==> src/sv/segment_allocator_fit_compact_top_assert.svh <==
// Assertion macros for the segment allocator top level.
// Depends on clk and arst_n being visible where the macros are used.
`ifndef SEGMENT_ALLOCATOR_FIT_COMPACT_TOP_ASSERT_SVH
`define SEGMENT_ALLOCATOR_FIT_COMPACT_TOP_ASSERT_SVH

// Same-cycle implication, disabled during reset
`define SAC_ASSERT_IMPLY(label, ante, cons) \
	label: assert property (@(posedge clk) disable iff (!arst_n) (ante) |-> (cons)) \
		else $error("sac: implication check failed");

// Next-cycle implication, disabled during reset
`define SAC_ASSERT_NEXT(label, ante, cons) \
	label: assert property (@(posedge clk) disable iff (!arst_n) (ante) |=> (cons)) \
		else $error("sac: next-cycle check failed");

`endif

==> src/sv/sac_pkg.sv <==
// Shared types and constants for the segment allocator.
// No dependencies; used by the controller, the datapath and the top level.
package sac_pkg;

	localparam int MAX_SEGMENTS = 64;
	localparam int ADDR_BITS    = 24;
	localparam int LEN_W        = 25;
	localparam int IDX_W        = $clog2(MAX_SEGMENTS);
	localparam int CNT_W        = $clog2(MAX_SEGMENTS + 1);
	localparam int END_W        = ((ADDR_BITS > LEN_W) ? ADDR_BITS : LEN_W) + 1;
	localparam int FRAG_W       = END_W + 2;
	localparam int SUM_W        = LEN_W + CNT_W;

	localparam logic FUNC_ALLOC   = 1'b0;
	localparam logic FUNC_RELEASE = 1'b1;

	localparam logic [1:0] FIT_FIRST = 2'd0;
	localparam logic [1:0] FIT_BEST  = 2'd1;
	localparam logic [1:0] FIT_WORST = 2'd2;

	localparam logic [LEN_W-1:0] MEM_SIZE_RESET = LEN_W'(1 << 24);

	typedef enum logic [1:0] {
		CFG_FIT_MODE    = 2'd0,
		CFG_MEMORY_SIZE = 2'd1,
		CFG_FIXED_SIZE  = 2'd2,
		CFG_RESERVED    = 2'd3
	} cfg_idx_t;

	typedef enum logic [1:0] {
		ST_DONE      = 2'd0,
		ST_NO_SPACE  = 2'd1,
		ST_NOT_FOUND = 2'd2,
		ST_FULL      = 2'd3
	} status_t;

	typedef struct packed {
		logic                 func;
		logic [LEN_W-1:0]     request_length;
		logic [ADDR_BITS-1:0] release_base;
	} req_t;

	typedef struct packed {
		logic [1:0]           status;
		logic [ADDR_BITS-1:0] granted_base;
		logic                 compacted;
	} rsp_t;

	typedef struct packed {
		logic [ADDR_BITS-1:0] base;
		logic [LEN_W-1:0]     length;
	} entry_t;

	typedef enum logic [4:0] {
		OP_NONE,
		OP_ACCEPT,
		OP_FIND_INIT,
		OP_NO_SPACE,
		OP_FULL,
		OP_NOT_FOUND,
		OP_EVAL,
		OP_EVAL_TAIL,
		OP_CMP_INIT,
		OP_CMP_WR,
		OP_INS_INIT,
		OP_INS_READ,
		OP_INS_SHIFT,
		OP_INS_PUT,
		OP_STEP,
		OP_REL_HIT,
		OP_SHD_WR,
		OP_SHRINK,
		OP_EMIT
	} op_t;

	typedef struct packed {
		op_t  op;
		logic idle;
	} cmd_t;

	typedef struct packed {
		logic is_release;
		logic no_space;
		logic full;
		logic cnt_zero;
		logic last;
		logic idx_zero;
		logic first_hit;
		logic have;
		logic compacted;
		logic ins_shift;
		logic rel_match;
		logic out_hold;
	} stat_t;

	typedef enum logic [4:0] {
		S_IDLE,
		S_CHECK,
		S_FIND_RD,
		S_FIND_EV,
		S_TAIL,
		S_DECIDE,
		S_RETRY,
		S_CMP_RD,
		S_CMP_WR,
		S_INS_RD,
		S_INS_EV,
		S_REL_RD,
		S_REL_EV,
		S_SHD_RD,
		S_SHD_WR,
		S_SHRINK,
		S_DONE
	} state_t;

endpackage

==> src/sv/sac_ctrl.sv <==
// Sequencer for the segment allocator: walks, compaction, insert and release.
// Depends on sac_pkg; drives the datapath through cmd_t and reads stat_t.
module sac_ctrl (
	input  logic           clk,
	input  logic           arst_n,
	input  logic           req_valid,
	input  sac_pkg::stat_t stat,
	output sac_pkg::cmd_t  cmd
);

	sac_pkg::state_t state_q, state_d;

	// State register
	always_ff @(posedge clk or negedge arst_n) begin
		if (!arst_n) begin
			state_q <= sac_pkg::S_IDLE;
		end else begin
			state_q <= state_d;
		end
	end

	// Next state and datapath command
	always_comb begin
		state_d  = state_q;
		cmd.op   = sac_pkg::OP_NONE;
		cmd.idle = (state_q == sac_pkg::S_IDLE);
		unique case (state_q)
			sac_pkg::S_IDLE: begin
				if (req_valid) begin
					cmd.op  = sac_pkg::OP_ACCEPT;
					state_d = sac_pkg::S_CHECK;
				end
			end
			sac_pkg::S_CHECK: begin
				if (stat.is_release) begin
					if (stat.cnt_zero) begin
						cmd.op  = sac_pkg::OP_NOT_FOUND;
						state_d = sac_pkg::S_DONE;
					end else begin
						cmd.op  = sac_pkg::OP_FIND_INIT;
						state_d = sac_pkg::S_REL_RD;
					end
				end else if (stat.no_space) begin
					cmd.op  = sac_pkg::OP_NO_SPACE;
					state_d = sac_pkg::S_DONE;
				end else if (stat.full) begin
					cmd.op  = sac_pkg::OP_FULL;
					state_d = sac_pkg::S_DONE;
				end else begin
					cmd.op  = sac_pkg::OP_FIND_INIT;
					state_d = stat.cnt_zero ? sac_pkg::S_TAIL : sac_pkg::S_FIND_RD;
				end
			end
			sac_pkg::S_FIND_RD: begin
				state_d = sac_pkg::S_FIND_EV;
			end
			sac_pkg::S_FIND_EV: begin
				cmd.op = sac_pkg::OP_EVAL;
				if (stat.first_hit) begin
					state_d = sac_pkg::S_DECIDE;
				end else if (stat.last) begin
					state_d = sac_pkg::S_TAIL;
				end else begin
					state_d = sac_pkg::S_FIND_RD;
				end
			end
			sac_pkg::S_TAIL: begin
				cmd.op  = sac_pkg::OP_EVAL_TAIL;
				state_d = sac_pkg::S_DECIDE;
			end
			sac_pkg::S_DECIDE: begin
				if (stat.have) begin
					cmd.op  = sac_pkg::OP_INS_INIT;
					state_d = sac_pkg::S_INS_RD;
				end else if (stat.compacted) begin
					cmd.op  = sac_pkg::OP_NO_SPACE;
					state_d = sac_pkg::S_DONE;
				end else begin
					cmd.op  = sac_pkg::OP_CMP_INIT;
					state_d = stat.cnt_zero ? sac_pkg::S_RETRY : sac_pkg::S_CMP_RD;
				end
			end
			sac_pkg::S_RETRY: begin
				cmd.op  = sac_pkg::OP_FIND_INIT;
				state_d = stat.cnt_zero ? sac_pkg::S_TAIL : sac_pkg::S_FIND_RD;
			end
			sac_pkg::S_CMP_RD: begin
				state_d = sac_pkg::S_CMP_WR;
			end
			sac_pkg::S_CMP_WR: begin
				cmd.op  = sac_pkg::OP_CMP_WR;
				state_d = stat.last ? sac_pkg::S_RETRY : sac_pkg::S_CMP_RD;
			end
			sac_pkg::S_INS_RD: begin
				if (stat.idx_zero) begin
					cmd.op  = sac_pkg::OP_INS_PUT;
					state_d = sac_pkg::S_DONE;
				end else begin
					cmd.op  = sac_pkg::OP_INS_READ;
					state_d = sac_pkg::S_INS_EV;
				end
			end
			sac_pkg::S_INS_EV: begin
				if (stat.ins_shift) begin
					cmd.op  = sac_pkg::OP_INS_SHIFT;
					state_d = sac_pkg::S_INS_RD;
				end else begin
					cmd.op  = sac_pkg::OP_INS_PUT;
					state_d = sac_pkg::S_DONE;
				end
			end
			sac_pkg::S_REL_RD: begin
				state_d = sac_pkg::S_REL_EV;
			end
			sac_pkg::S_REL_EV: begin
				if (stat.rel_match) begin
					cmd.op  = sac_pkg::OP_REL_HIT;
					state_d = stat.last ? sac_pkg::S_SHRINK : sac_pkg::S_SHD_RD;
				end else if (stat.last) begin
					cmd.op  = sac_pkg::OP_NOT_FOUND;
					state_d = sac_pkg::S_DONE;
				end else begin
					cmd.op  = sac_pkg::OP_STEP;
					state_d = sac_pkg::S_REL_RD;
				end
			end
			sac_pkg::S_SHD_RD: begin
				state_d = sac_pkg::S_SHD_WR;
			end
			sac_pkg::S_SHD_WR: begin
				cmd.op  = sac_pkg::OP_SHD_WR;
				state_d = stat.last ? sac_pkg::S_SHRINK : sac_pkg::S_SHD_RD;
			end
			sac_pkg::S_SHRINK: begin
				cmd.op  = sac_pkg::OP_SHRINK;
				state_d = sac_pkg::S_DONE;
			end
			sac_pkg::S_DONE: begin
				if (!stat.out_hold) begin
					cmd.op  = sac_pkg::OP_EMIT;
					state_d = sac_pkg::S_IDLE;
				end
			end
			default: begin
				state_d = sac_pkg::S_IDLE;
			end
		endcase
	end

endmodule

==> src/sv/sac_dp.sv <==
// Datapath for the segment allocator: segment table memory, gap evaluation,
// compaction, configuration registers and the result register. Uses sac_pkg.
module sac_dp (
	input  logic                     clk,
	input  logic                     arst_n,
	input  sac_pkg::cmd_t            cmd,
	input  sac_pkg::req_t            req,
	input  logic                     cfg_we,
	input  logic [1:0]               cfg_index,
	input  logic [sac_pkg::LEN_W-1:0] cfg_data,
	input  logic                     rsp_stall,
	output sac_pkg::stat_t           stat,
	output logic                     rsp_valid,
	output sac_pkg::rsp_t            rsp
);

	localparam int AW = sac_pkg::ADDR_BITS;
	localparam int LW = sac_pkg::LEN_W;
	localparam int IW = sac_pkg::IDX_W;
	localparam int CW = sac_pkg::CNT_W;
	localparam int EW = sac_pkg::END_W;
	localparam int FW = sac_pkg::FRAG_W;
	localparam int SW = sac_pkg::SUM_W;

	sac_pkg::entry_t mem [sac_pkg::MAX_SEGMENTS];
	sac_pkg::entry_t rd_q;

	logic [1:0]      fit_mode_q;
	logic [LW-1:0]   mem_size_q;
	logic [LW-1:0]   fixed_q;
	logic [CW-1:0]   cnt_q;
	logic [SW-1:0]   tbl_sum_q;
	logic [CW-1:0]   idx_q;
	logic [EW-1:0]   prev_end_q;
	logic            have_q;
	logic [FW-1:0]   best_q;
	logic [AW-1:0]   chosen_q;
	logic            compacted_q;
	sac_pkg::status_t code_q;
	sac_pkg::req_t   req_q;
	logic            rsp_valid_q;
	sac_pkg::rsp_t   rsp_q;

	logic [CW-1:0]   idx_dec;
	logic [IW-1:0]   raddr;
	logic            we;
	logic [IW-1:0]   waddr;
	sac_pkg::entry_t wdata;
	logic            start_ok;
	logic [FW-1:0]   frag_base;
	logic [FW-1:0]   frag_tail;
	logic [FW-1:0]   frag;
	logic            fits_base;
	logic            fits;
	logic            better;
	logic            take;
	logic            mode_first;
	logic [AW-1:0]   cmp_base;
	logic [SW:0]     space_used;

	assign idx_dec  = idx_q - CW'(1);
	assign raddr    = (cmd.op == sac_pkg::OP_INS_READ) ? idx_dec[IW-1:0] : idx_q[IW-1:0];
	assign start_ok = (prev_end_q[EW-1:AW] == '0);

	// Gap size minus request, against the next entry and against the tail
	assign frag_base = FW'(rd_q.base) - FW'(prev_end_q) - FW'(req_q.request_length);
	assign frag_tail = FW'(mem_size_q) - FW'(prev_end_q) - FW'(req_q.request_length);
	assign frag      = (cmd.op == sac_pkg::OP_EVAL_TAIL) ? frag_tail : frag_base;
	assign fits_base = !frag_base[FW-1] && start_ok;
	assign fits      = !frag[FW-1] && start_ok;

	assign mode_first = (fit_mode_q != sac_pkg::FIT_BEST) && (fit_mode_q != sac_pkg::FIT_WORST);

	// Pick the fit rule; ties in best and worst fit favor the later gap
	always_comb begin
		case (fit_mode_q)
			sac_pkg::FIT_BEST:  better = (frag <= best_q);
			sac_pkg::FIT_WORST: better = (frag >= best_q);
			default:            better = 1'b0;
		endcase
	end
	assign take = fits && (!have_q || better);

	// Slide down, clamped to the highest representable base
	assign cmp_base = start_ok ? prev_end_q[AW-1:0] : '1;

	assign space_used = (SW + 1)'(fixed_q) + (SW + 1)'(tbl_sum_q);

	// Table write port
	always_comb begin
		we    = 1'b0;
		waddr = idx_q[IW-1:0];
		wdata = rd_q;
		case (cmd.op)
			sac_pkg::OP_CMP_WR: begin
				we    = 1'b1;
				wdata = '{base: cmp_base, length: rd_q.length};
			end
			sac_pkg::OP_INS_SHIFT: begin
				we = 1'b1;
			end
			sac_pkg::OP_INS_PUT: begin
				we    = 1'b1;
				wdata = '{base: chosen_q, length: req_q.request_length};
			end
			sac_pkg::OP_SHD_WR: begin
				we    = 1'b1;
				waddr = idx_dec[IW-1:0];
			end
			default: begin
				we = 1'b0;
			end
		endcase
	end

	// Segment table with registered read
	always_ff @(posedge clk) begin
		if (we) begin
			mem[waddr] <= wdata;
		end
		rd_q <= mem[raddr];
	end

	// Configuration registers
	always_ff @(posedge clk or negedge arst_n) begin
		if (!arst_n) begin
			fit_mode_q <= sac_pkg::FIT_FIRST;
			mem_size_q <= sac_pkg::MEM_SIZE_RESET;
			fixed_q    <= '0;
		end else if (cfg_we) begin
			unique case (cfg_index)
				sac_pkg::CFG_FIT_MODE:    fit_mode_q <= cfg_data[1:0];
				sac_pkg::CFG_MEMORY_SIZE: mem_size_q <= cfg_data;
				sac_pkg::CFG_FIXED_SIZE:  fixed_q    <= cfg_data;
				default:                  fit_mode_q <= fit_mode_q;
			endcase
		end
	end

	// Walk state, table bookkeeping and request word
	always_ff @(posedge clk or negedge arst_n) begin
		if (!arst_n) begin
			cnt_q       <= '0;
			tbl_sum_q   <= '0;
			idx_q       <= '0;
			prev_end_q  <= '0;
			have_q      <= 1'b0;
			best_q      <= '0;
			chosen_q    <= '0;
			compacted_q <= 1'b0;
			code_q      <= sac_pkg::ST_DONE;
			req_q       <= '0;
		end else begin
			case (cmd.op)
				sac_pkg::OP_ACCEPT: begin
					req_q       <= req;
					compacted_q <= 1'b0;
					code_q      <= sac_pkg::ST_DONE;
				end
				sac_pkg::OP_FIND_INIT: begin
					idx_q      <= '0;
					prev_end_q <= EW'(fixed_q);
					have_q     <= 1'b0;
				end
				sac_pkg::OP_NO_SPACE:  code_q <= sac_pkg::ST_NO_SPACE;
				sac_pkg::OP_FULL:      code_q <= sac_pkg::ST_FULL;
				sac_pkg::OP_NOT_FOUND: code_q <= sac_pkg::ST_NOT_FOUND;
				sac_pkg::OP_EVAL, sac_pkg::OP_EVAL_TAIL: begin
					if (take) begin
						have_q   <= 1'b1;
						best_q   <= frag;
						chosen_q <= prev_end_q[AW-1:0];
					end
					if (cmd.op == sac_pkg::OP_EVAL) begin
						prev_end_q <= EW'(rd_q.base) + EW'(rd_q.length);
						idx_q      <= idx_q + CW'(1);
					end
				end
				sac_pkg::OP_CMP_INIT: begin
					idx_q       <= '0;
					prev_end_q  <= EW'(fixed_q);
					compacted_q <= 1'b1;
				end
				sac_pkg::OP_CMP_WR: begin
					prev_end_q <= EW'(cmp_base) + EW'(rd_q.length);
					idx_q      <= idx_q + CW'(1);
				end
				sac_pkg::OP_INS_INIT:  idx_q <= cnt_q;
				sac_pkg::OP_INS_SHIFT: idx_q <= idx_dec;
				sac_pkg::OP_INS_PUT: begin
					cnt_q     <= cnt_q + CW'(1);
					tbl_sum_q <= tbl_sum_q + SW'(req_q.request_length);
				end
				sac_pkg::OP_STEP: idx_q <= idx_q + CW'(1);
				sac_pkg::OP_REL_HIT: begin
					tbl_sum_q <= tbl_sum_q - SW'(req_q.request_length);
					idx_q     <= idx_q + CW'(1);
				end
				sac_pkg::OP_SHD_WR: idx_q <= idx_q + CW'(1);
				sac_pkg::OP_SHRINK: cnt_q <= cnt_q - CW'(1);
				default: begin
					idx_q <= idx_q;
				end
			endcase
		end
	end

	// Result register: load on emit, drop once taken
	always_ff @(posedge clk or negedge arst_n) begin
		if (!arst_n) begin
			rsp_valid_q <= 1'b0;
		end else if (cmd.op == sac_pkg::OP_EMIT) begin
			rsp_valid_q <= 1'b1;
		end else if (!rsp_stall) begin
			rsp_valid_q <= 1'b0;
		end
	end

	always_ff @(posedge clk) begin
		if (cmd.op == sac_pkg::OP_EMIT) begin
			rsp_q.status       <= code_q;
			rsp_q.granted_base <= ((code_q == sac_pkg::ST_DONE) &&
				(req_q.func == sac_pkg::FUNC_ALLOC)) ? chosen_q : '0;
			rsp_q.compacted    <= compacted_q;
		end
	end

	assign rsp_valid = rsp_valid_q;
	assign rsp       = rsp_q;

	// Status back to the sequencer
	assign stat.is_release = (req_q.func == sac_pkg::FUNC_RELEASE);
	assign stat.no_space   = ((SW + 1)'(mem_size_q) <= space_used);
	assign stat.full       = (cnt_q == CW'(sac_pkg::MAX_SEGMENTS));
	assign stat.cnt_zero   = (cnt_q == '0);
	assign stat.last       = ((idx_q + CW'(1)) == cnt_q);
	assign stat.idx_zero   = (idx_q == '0);
	assign stat.first_hit  = mode_first && fits_base;
	assign stat.have       = have_q;
	assign stat.compacted  = compacted_q;
	assign stat.ins_shift  = (rd_q.base > chosen_q);
	assign stat.rel_match  = (rd_q.base == req_q.release_base) &&
		(rd_q.length == req_q.request_length);
	assign stat.out_hold   = rsp_valid_q && rsp_stall;

endmodule

==> src/sv/segment_allocator_fit_compact_top.sv <==
// Segment allocator with first, best or worst fit and one-shot compaction.
// Request channel: req_valid/req_stall carrying req (func, request_length,
// release_base); a word is taken when req_valid is high and req_stall low.
// Response channel: rsp_valid/rsp_stall carrying rsp (status, granted_base,
// compacted); exactly one response word per request word.
// Configuration: cfg_valid/cfg_ready with cfg_index (0 fit mode, 1 memory
// size, 2 fixed segment size) and cfg_data; writes are taken only while idle.
// Operation: one request at a time. Every table access goes through the
// table memory as a read step and then an evaluate or write step per entry.
// An allocate walks the table, may compact it once and retry, then shifts
// entries up to insert; a release searches, shifts the rest down and shrinks.
// The response sits in an output register, so a new request is taken while an
// earlier response is still stalled; a finished request waits for that
// register to drain. Reset empties the table, restores the default registers
// and clears any pending response; the table memory itself is not cleared.
// Depends on sac_pkg, sac_ctrl, sac_dp and the assertion macro header.
module segment_allocator_fit_compact_top (
	input  logic                      clk,
	input  logic                      arst_n,
	input  logic                      req_valid,
	output logic                      req_stall,
	input  sac_pkg::req_t             req,
	output logic                      rsp_valid,
	input  logic                      rsp_stall,
	output sac_pkg::rsp_t             rsp,
	input  logic                      cfg_valid,
	output logic                      cfg_ready,
	input  logic [1:0]                cfg_index,
	input  logic [sac_pkg::LEN_W-1:0] cfg_data
);

	sac_pkg::cmd_t  cmd;
	sac_pkg::stat_t stat;

	// Sequencer
	sac_ctrl u_ctrl (
		.clk       (clk),
		.arst_n    (arst_n),
		.req_valid (req_valid),
		.stat      (stat),
		.cmd       (cmd)
	);

	// Table, evaluation and result register
	sac_dp u_dp (
		.clk       (clk),
		.arst_n    (arst_n),
		.cmd       (cmd),
		.req       (req),
		.cfg_we    (cfg_valid && cfg_ready),
		.cfg_index (cfg_index),
		.cfg_data  (cfg_data),
		.rsp_stall (rsp_stall),
		.stat      (stat),
		.rsp_valid (rsp_valid),
		.rsp       (rsp)
	);

	// Take words and configuration only between requests
	assign req_stall = !cmd.idle;
	assign cfg_ready = cmd.idle;

`include "segment_allocator_fit_compact_top_assert.svh"

	// An accepted word makes the block busy
	`SAC_ASSERT_NEXT(a_take_busy, req_valid && !req_stall, req_stall)
	// A fresh response only follows request work
	`SAC_ASSERT_IMPLY(a_rsp_after_work, $rose(rsp_valid), $past(req_stall))
	// The sequencer never emits while the result register is held
	`SAC_ASSERT_IMPLY(a_emit_free, cmd.op == sac_pkg::OP_EMIT, !(rsp_valid && rsp_stall))

endmodule
==> config.mk <==
export PLATFORM = sky130hd
export DESIGN_NAME = segment_allocator_fit_compact_top
export DESIGN_NICKNAME = d
export VERILOG_FILES = /design/src/sv/sac_pkg.sv /design/src/sv/sac_ctrl.sv /design/src/sv/sac_dp.sv /design/src/sv/segment_allocator_fit_compact_top.sv
export VERILOG_INCLUDE_DIRS = /design/src /design/src/sv
export SDC_FILE = /design/constraint.sdc
export NUM_CORES = 2
export LEC_CHECK = 0
export ABC_AREA = 1
export BUFFER_PORTS_ARGS = -buffer_cell sky130_fd_sc_hd__buf_4
export CORE_MARGIN = 8
export CORE_UTILIZATION = 50
export CTS_CLUSTER_SIZE = 24
export DETAILED_ROUTE_END_ITERATION = 7
export PLACE_DENSITY = 0.71
export SLEW_MARGIN = 20
export SYNTH_ARGS = -nofsm -noshare
export SYNTH_HDL_FRONTEND = slang
export SYNTH_SLANG_ARGS = --single-unit
==> constraint.sdc <==
create_clock -name clk -period 14.69 [get_ports clk]
set_clock_uncertainty 0.05 [all_clocks]
set_input_delay 2.938 -clock clk [delete_from_list [all_inputs] [get_ports clk]]
set_output_delay 2.938 -clock clk [all_outputs]
set_load 0.05 [all_outputs]
After elaboration in Yosys (flattened, before gate mapping)
Memories as Yosys holds them, arrays and structs flattened. A register that Yosys moved wholly into a read port is not among the register bits.
Index checks and enable logic that the tools add are counted.
{"block": "totals", "regBits": 263, "latchBits": 0, "mem_bits_rw": 3136, "mem_bits_ro": 0, "input_bits": 82, "output_inout_bits": 30, "word_cells": 180, "n_memories": 1}
{"block": "classes", "n_addsub": 13, "multipliers": 0, "n_div": 0, "n_lt_le_gt_ge": 4, "n_eq_ne": 49, "n_shift": 0, "mux": 53, "bitwise_logic": 1, "reduce_logical": 39}
{"memory": "u_dp.mem", "depth": 64, "word_bits": 49, "read_ports": 1, "rd_ports_with_merged_regs": 1, "write_ports": 1, "line_no": "sac_dp.sv:25", "source": "sac_pkg::entry_t mem [sac_pkg::MAX_SEGMENTS];"}
{"operator": "one-hot mux 49 bit (2 select lines)", "n": 1}
{"operator": "two-way mux 5 bit", "n": 18}
{"operator": "one-hot mux 5 bit (17 select lines)", "n": 1}
{"operator": "equality test 5 x 4 -> 1 bit (second input constant)", "n": 16}
{"operator": "one-hot mux 26 bit (3 select lines)", "n": 1}
{"operator": "one-hot mux 5 bit (13 select lines)", "n": 1}
{"operator": "one-hot mux 32 bit (2 select lines)", "n": 1}
{"operator": "subtractor 28 x 25 -> 28 bit", "n": 2}
{"operator": "adder 24 x 25 -> 26 bit", "n": 2}
{"operator": "equality test 5 x 3 -> 1 bit (second input constant)", "n": 8}
{"operator": "one-hot mux 7 bit (5 select lines)", "n": 1}
{"operator": "adder 25 x 32 -> 33 bit", "n": 1}
{"operator": "less-or-equal comparator 25 x 33 -> 1 bit", "n": 1}
{"operator": "adder 32 x 25 -> 32 bit", "n": 1}
{"operator": "subtractor 32 x 25 -> 32 bit", "n": 1}
{"operator": ">= comparator 28 bit", "n": 1}
{"operator": "less-or-equal comparator 28 bit", "n": 1}
{"operator": "two-way mux 28 bit", "n": 1}
{"operator": "subtractor 24 x 26 -> 27 bit", "n": 1}
{"operator": "subtractor 25 x 26 -> 27 bit", "n": 1}
{"operator": "two-way mux 26 bit", "n": 1}
{"operator": "equality test 25 bit", "n": 1}
{"operator": "equality test 24 bit", "n": 1}
{"operator": "> comparator 24 bit", "n": 1}
{"operator": "other kinds (35)", "n": 94}

Logic depth before layout (Yosys ltp)
{"block": "logic_depth", "word_depth": 13, "mapped_depth": 46, "ltp_nobuf": 45}

Modules after synthesis
Synthesis repeated with hierarchy kept, for this count alone.
{"block": "hier_totals", "cells_unflattened": 14395, "area_unflattened_um2": 152941.7}
{"mod": "sac_dp", "n_inst": 1, "cells_per_inst": 14250, "area_each_um2": 152160.9, "seq_area_each_um2": 101743.8}
{"mod": "sac_ctrl", "n_inst": 1, "cells_per_inst": 142, "area_each_um2": 769.5, "seq_area_each_um2": 125.1}
{"mod": "segment_allocator_fit_compact_top", "n_inst": 1, "cells_per_inst": 3, "area_each_um2": 11.3, "seq_area_each_um2": 0.0}

Worst setup path before layout
OpenSTA, ideal clock, no wires.
{"block": "synth_path", "path_type": "input port to flip-flop", "start": "input req_valid", "end": "register u_dp.tbl_sum_q[23]", "setup_ns": 0.134, "arrival_time_ns": 6.407, "required_time_ns": 14.506, "setup_slack_ns": 8.099, "stages": 22, "path_buffers": 1, "path_cell_list": "nand2_1 -> o2111ai_1 -> nor3_1 -> nand3_4 -> nand2_1 -> nor2_2 -> buf_4 -> nor2_1 -> xor2_1 -> ha_1 -> a21o_1 -> a21oi_1 -> o211ai_1 -> a21boi_0 -> o21ai_0 -> a21boi_0 -> inv_1 -> a21oi_1 -> inv_1 -> a21oi_1 -> xor2_1 -> o21ai_0"}
{"block": "synth_between", "elab_chain_cells": 4, "word_cells_on_any_way": 6, "classes_between": "eq/ne: 2; mux: 3; reduce/logical: 1"}
{"item": "start, declared", "line_no": "segment_allocator_fit_compact_top.sv:20", "source": "input logic req_valid,"}
{"item": "two-way mux 1 bit *", "line_no": "sac_ctrl.sv:29", "source": "if (req_valid) begin"}
{"item": "one-hot mux 5 bit (13 select lines) *", "line_no": "sac_ctrl.sv:27", "source": "unique case (state_q)"}
{"item": "equality test 5 x 4 -> 1 bit", "line_no": "sac_dp.sv:154", "source": "case (cmd.op)"}
{"item": "one-hot mux 32 bit (2 select lines) / nonzero test 2 bit (equally long branches)"}
{"item": "end signal, assigned", "line_no": "sac_dp.sv:192", "source": "tbl_sum_q <= tbl_sum_q + SW'(req_q.request_length);"}
{"item": "end signal, assigned", "line_no": "sac_dp.sv:196", "source": "tbl_sum_q <= tbl_sum_q - SW'(req_q.request_length);"}
{"item": "end, declared", "line_no": "sac_dp.sv:32", "source": "logic [SW-1:0] tbl_sum_q;"}
Mark *: on every way between the ends. The rest lies on a longest branch, timed or not.
A chain may end at the register's enable or synchronous reset.

Final worst setup path
{"block": "layout_path", "start": "register u_dp.chosen_q[17]", "end": "memory u_dp.mem[3][6] (netlist name), enable pin"}
{"block": "layout_between", "elab_chain_cells": 8, "word_cells_on_any_way": 12, "classes_between": "order compare: 1; eq/ne: 4; mux: 6; reduce/logical: 1"}
{"item": "start, declared", "line_no": "sac_dp.sv:37", "source": "logic [AW-1:0] chosen_q;"}
{"item": "start signal, assigned", "line_no": "sac_dp.sv:172", "source": "chosen_q <= prev_end_q[AW-1:0];"}
{"item": "> comparator 24 bit *", "line_no": "sac_dp.sv:241", "source": "assign stat.ins_shift = (rd_q.base > chosen_q);"}
{"item": "two-way mux 1 bit *", "line_no": "sac_ctrl.sv:104", "source": "if (stat.ins_shift) begin"}
{"item": "one-hot mux 5 bit (13 select lines) *", "line_no": "sac_ctrl.sv:27"}
{"item": "equality test 5 x 4 -> 1 bit / equality test 5 bit (equally long branches)", "line_no": "sac_dp.sv:94", "source": "case (cmd.op)"}
{"item": "OR reduction 4 bit (no source line)"}
{"item": "two-way mux 1 bit", "line_no": "sac_dp.sv:94"}
{"item": "two-way mux 1 bit", "line_no": "sac_dp.sv:118", "source": "if (we) begin"}
{"item": "two-way mux 1 bit (implied by the code)", "line_no": "sac_dp.sv:119", "source": "mem[waddr] <= wdata;"}
{"item": "end, declared", "line_no": "sac_dp.sv:25"}
Marks and branches as above.

==> impl_metrics.csv <==
group,metric,value,unit
die,die_height,559,um
clock_network,numCtsBuffers,352,
sta,min_period,7.87,ns
route,drc,0,
pwr,ir_drop,0.187,mV
finish,utilization,0.561,
synth,ys_ff_latch,3448,
die,coreArea,294000,um^2
setup_path,crit_buf_inv,6,
sta,relSlewSlack,0.174,
synth,syn_nets,12900,
global_route,grtUsageTotal,0.295,
finish,fill_cells,23500,
die,initial_core_util,0.502,
global_route,grt_pass1_vias,101000,
setup_path,regToRegStartpoint,"u_dp.chosen_q[17]$_DFFE_PN0P_",
pwr,power,0.0416,W
setup_path,path_delay_family,"simple AND/OR/NAND/NOR gates",
route,drt-initial-drc-count,16300,
synth,syn_area,148000,um^2
sta,slew_violations,0,
setup_path,cp.depth,19,
die,ios,112,
finish,mostFrequentLayoutCells,"edfxtp_1, nor2_1, o21ai_0, nand2_1, o22ai_1",
synth,async_reset_ff_frac,0.0684,
clock_network,cts_sinks,3448,
placement,dp_worst_setup_slack,6.56,ns
setup_path,cpPeakStageDelay,1.25,ns
sta,setup-violations-final,0,
sta,setup_slack,6.82,ns
clock_network,clk_path_buf_depth,4,
setup_path,startpoint,"u_dp.chosen_q[17]$_DFFE_PN0P_",
synth,syn_inst,12500,
setup_path,worstPathRequired,15.16,ns
setup_path,crit_chain,"inv_1 > ha_1 > a21oi_1 > nand3b_1 > a21oi_1 > nor4_1 > o21ai_0 > o21ai_1 > nand2_1 > o21ai_4 > buf_4 > nor2_1 > inv_2 > buf_4 > nor3_1 > inv_1 > nand4_1 > nor2_4 > buf_4",
die,fp-row-count,199,
global_route,overflow,0,
route,drtAntennaViolNets,0,
clock_network,htree_levels,5,
synth,ys.warnings.count,0,
clock_network,cts_tree,"yes",
synth,synth_ff_type,"edfxtp_1",
setup_path,cp_slowest_cell,"nor2_4",
finish,area_delta_synth_final,11.6,%
route,post_drt_wl_per_cell,28.9,um
route,firstDrtPassIters,8,
global_route,grt_max_degree,196,
setup_path,cp-end-kind,"register",
clock_network,postCtsSetupRepairBufs,0,
route,wl,482000,um
synth,syn_area_per_cell,11.8,um^2
clock_network,clock_latency,0.96,ns
setup_path,critPathCapture,"u_dp.mem[3][6]$_DFFE_PP_",
setup_path,worst_setup_path_start_kind,"register",
global_route,antenna_found_initial,24,
synth,seq_area_frac_synth,0.690,
die,die_x,559,um
setup_path,crit_type,"reg -> reg",
placement,place_hpwl,280000,um
clock_network,clk_pin_slew,0.06,ns
global_route,grt_pass1_wl,690000,um
setup_path,crit_fanout,34,
sta,period_share,0.536,
run,drv_cap,0,
die,dieArea,313000,um^2
placement,portBuffers,111,
finish,drive_gt1_frac,0.0821,
sta,worstMarginPinSlew,1.23,ns
setup_path,rr_worst_depth,19,
pwr,power-per-cell-area,253,nW/um^2
setup_path,cp.arrival,8.35,ns
sta,rsz0062_at_grt,"false",
placement,place.gp.congestion,1.00,
sta,finalHoldViolations,0,
pwr,p_leak,56.2,nW
clock_network,cts_resized,0,
hold_path,hold_start,"u_dp.best_q[14]$_DFFE_PN0P_",
setup_path,r2r_slack,6.82,ns
hold_path,worstHoldPathType,"reg -> reg",
finish,fin_nets,12800,
clock_network,clockRootBuffer,"clkbuf_16",
synth,synth-edff-count,3163,
run_status,status,"finished, final reports clean",
sta,fmax,127,MHz
sta,setup_tns,0,ns
clock_network,cts_hold_buf,0,
setup_path,r2r-end,"u_dp.mem[3][6]$_DFFE_PP_",
finish,final_common_cell,"edfxtp_1",
synth,synth_cell_types,64,
route,routed-via-count,106000,
route,vias_per_cell,6.38,
setup_path,cp_common_cell,"buf_4",
[cell usage after synthesis, drive strengths merged, types with 4 or more instances]
cell        n  area (um^2)
edfxtp   3163        95000
o21ai    2331        11700
nor2     2178         8230
nand2    1019         3890
o22ai     773         4840
clkbuf    463         1740
inv       455         1710
buf       300         1630
ha        269         3370
a21oi     253         1270
nand3     252         1300
dfrtp     235         5880
o221ai    220         1930
xor2      135         1180
xnor2      87          762
nand4      58          369
dfxtp      49          981
o211ai     41          308
nor3       36          190
nor4       24          150
a31oi      23          144
or2        21          131
a21o       13         97.6
a21boi     11         82.6
o21bai     11         86.3
clkinv      8         31.3
fa          8          160
o21a        8         60.1
mux2i       7         70.1
nand3b      6         45.0
a211oi      5         37.5
a221oi      5         43.8
and3        5         31.3
o2111ai     5         43.8
o31ai       5         37.5
a2111oi     4         35.0
[layout make-up]
class	instances	area, um^2	share of cell area
sequential	3448	102000	0.618
multi-input combinational	7823	41900	0.254
clock buffer	443	9370	0.0568
tap	3919	4900	0.0298
timing repair buffer	341	2890	0.0175
clock inverter	196	2000	0.0121
inverter	463	1780	0.0108
antenna	18	45.0	0.000273
[report_power, final]
part	switching [W]	internal (W)	total, W
clock network	0.00385	0.00509	0.00894
registers	0.000546	0.0127	0.0133
logic	0.0142	0.00526	0.0194
[routing by layer]
metal | global-route usage | part of all wire | routed length [um] | vias to the layer above
met5 | 0 | 0.00016 | 77 | -
met4 | 0.134 | 0.051 | 24600 | 12
li1 | - | - | - | 45700
met1 | 0.397 | 0.38 | 182000 | 52200
met3 | 0.0594 | 0.11 | 54800 | 1210
met2 | 0.465 | 0.46 | 220000 | 7138
[tightest hold or removal path: stages (launching register included)]
cell,delay [ns]
dfrtp_1,0.34
nand2_1,0.05
nand2_1,0.06
[registers in the layout, indices dropped and copies added (netlist names), 25 cells and up]
register / flops
u_dp.rsp: 27
u_dp.best_q: 28
u_dp.fixed_q: 25
u_dp.mem: 3136
u_dp.tbl_sum_q: 32
u_dp.mem_size_q: 25
u_dp.rd_q: 49
u_dp.req_q: 49
u_dp.prev_end_q: 26
[worst min path at each step]
stage,endpoint,slack [ns],depth (start not counted)
after floorplan,u_dp.rsp[26]$_DFFE_PP_,0.39,0
after global placement,u_dp.best_q[15]$_DFFE_PN0P_,0.42,2
after detailed placement,u_dp.best_q[15]$_DFFE_PN0P_,0.42,2
after CTS,u_dp.best_q[14]$_DFFE_PN0P_,0.43,2
after global routing,u_dp.best_q[15]$_DFFE_PN0P_,0.45,2
final,u_dp.best_q[14]$_DFFE_PN0P_,0.43,2
[metrics by stage]
step | cell area (um^2) | instances | hold slack [ns]
floorplan | 148000 | 12500 | 0.390
CTS | 165000 | 16600 | 0.431
global route | 165000 | 16600 | 0.450
detailed placement | 153000 | 16000 | 0.415
finish | 165000 | 16700 | 0.427
global placement | 153000 | 16000 | 0.416
[logic make-up after synthesis]
| family | after synthesis | share of synthesized area |
|---|---|---|
| and+or+nand+nor | 3605 | 0.0974 |
| adders and majority gates | 277 | 0.0239 |
| DFF | 3448 | 0.690 |
| xor gates and xnor gates | 222 | 0.0132 |
| muxes | 7 | 0.000475 |
| AOI/OAI and AO/OA | 3712 | 0.140 |
| buffers and inverters | 1226 | 0.0346 |
Power figures use the tool's default switching activity.
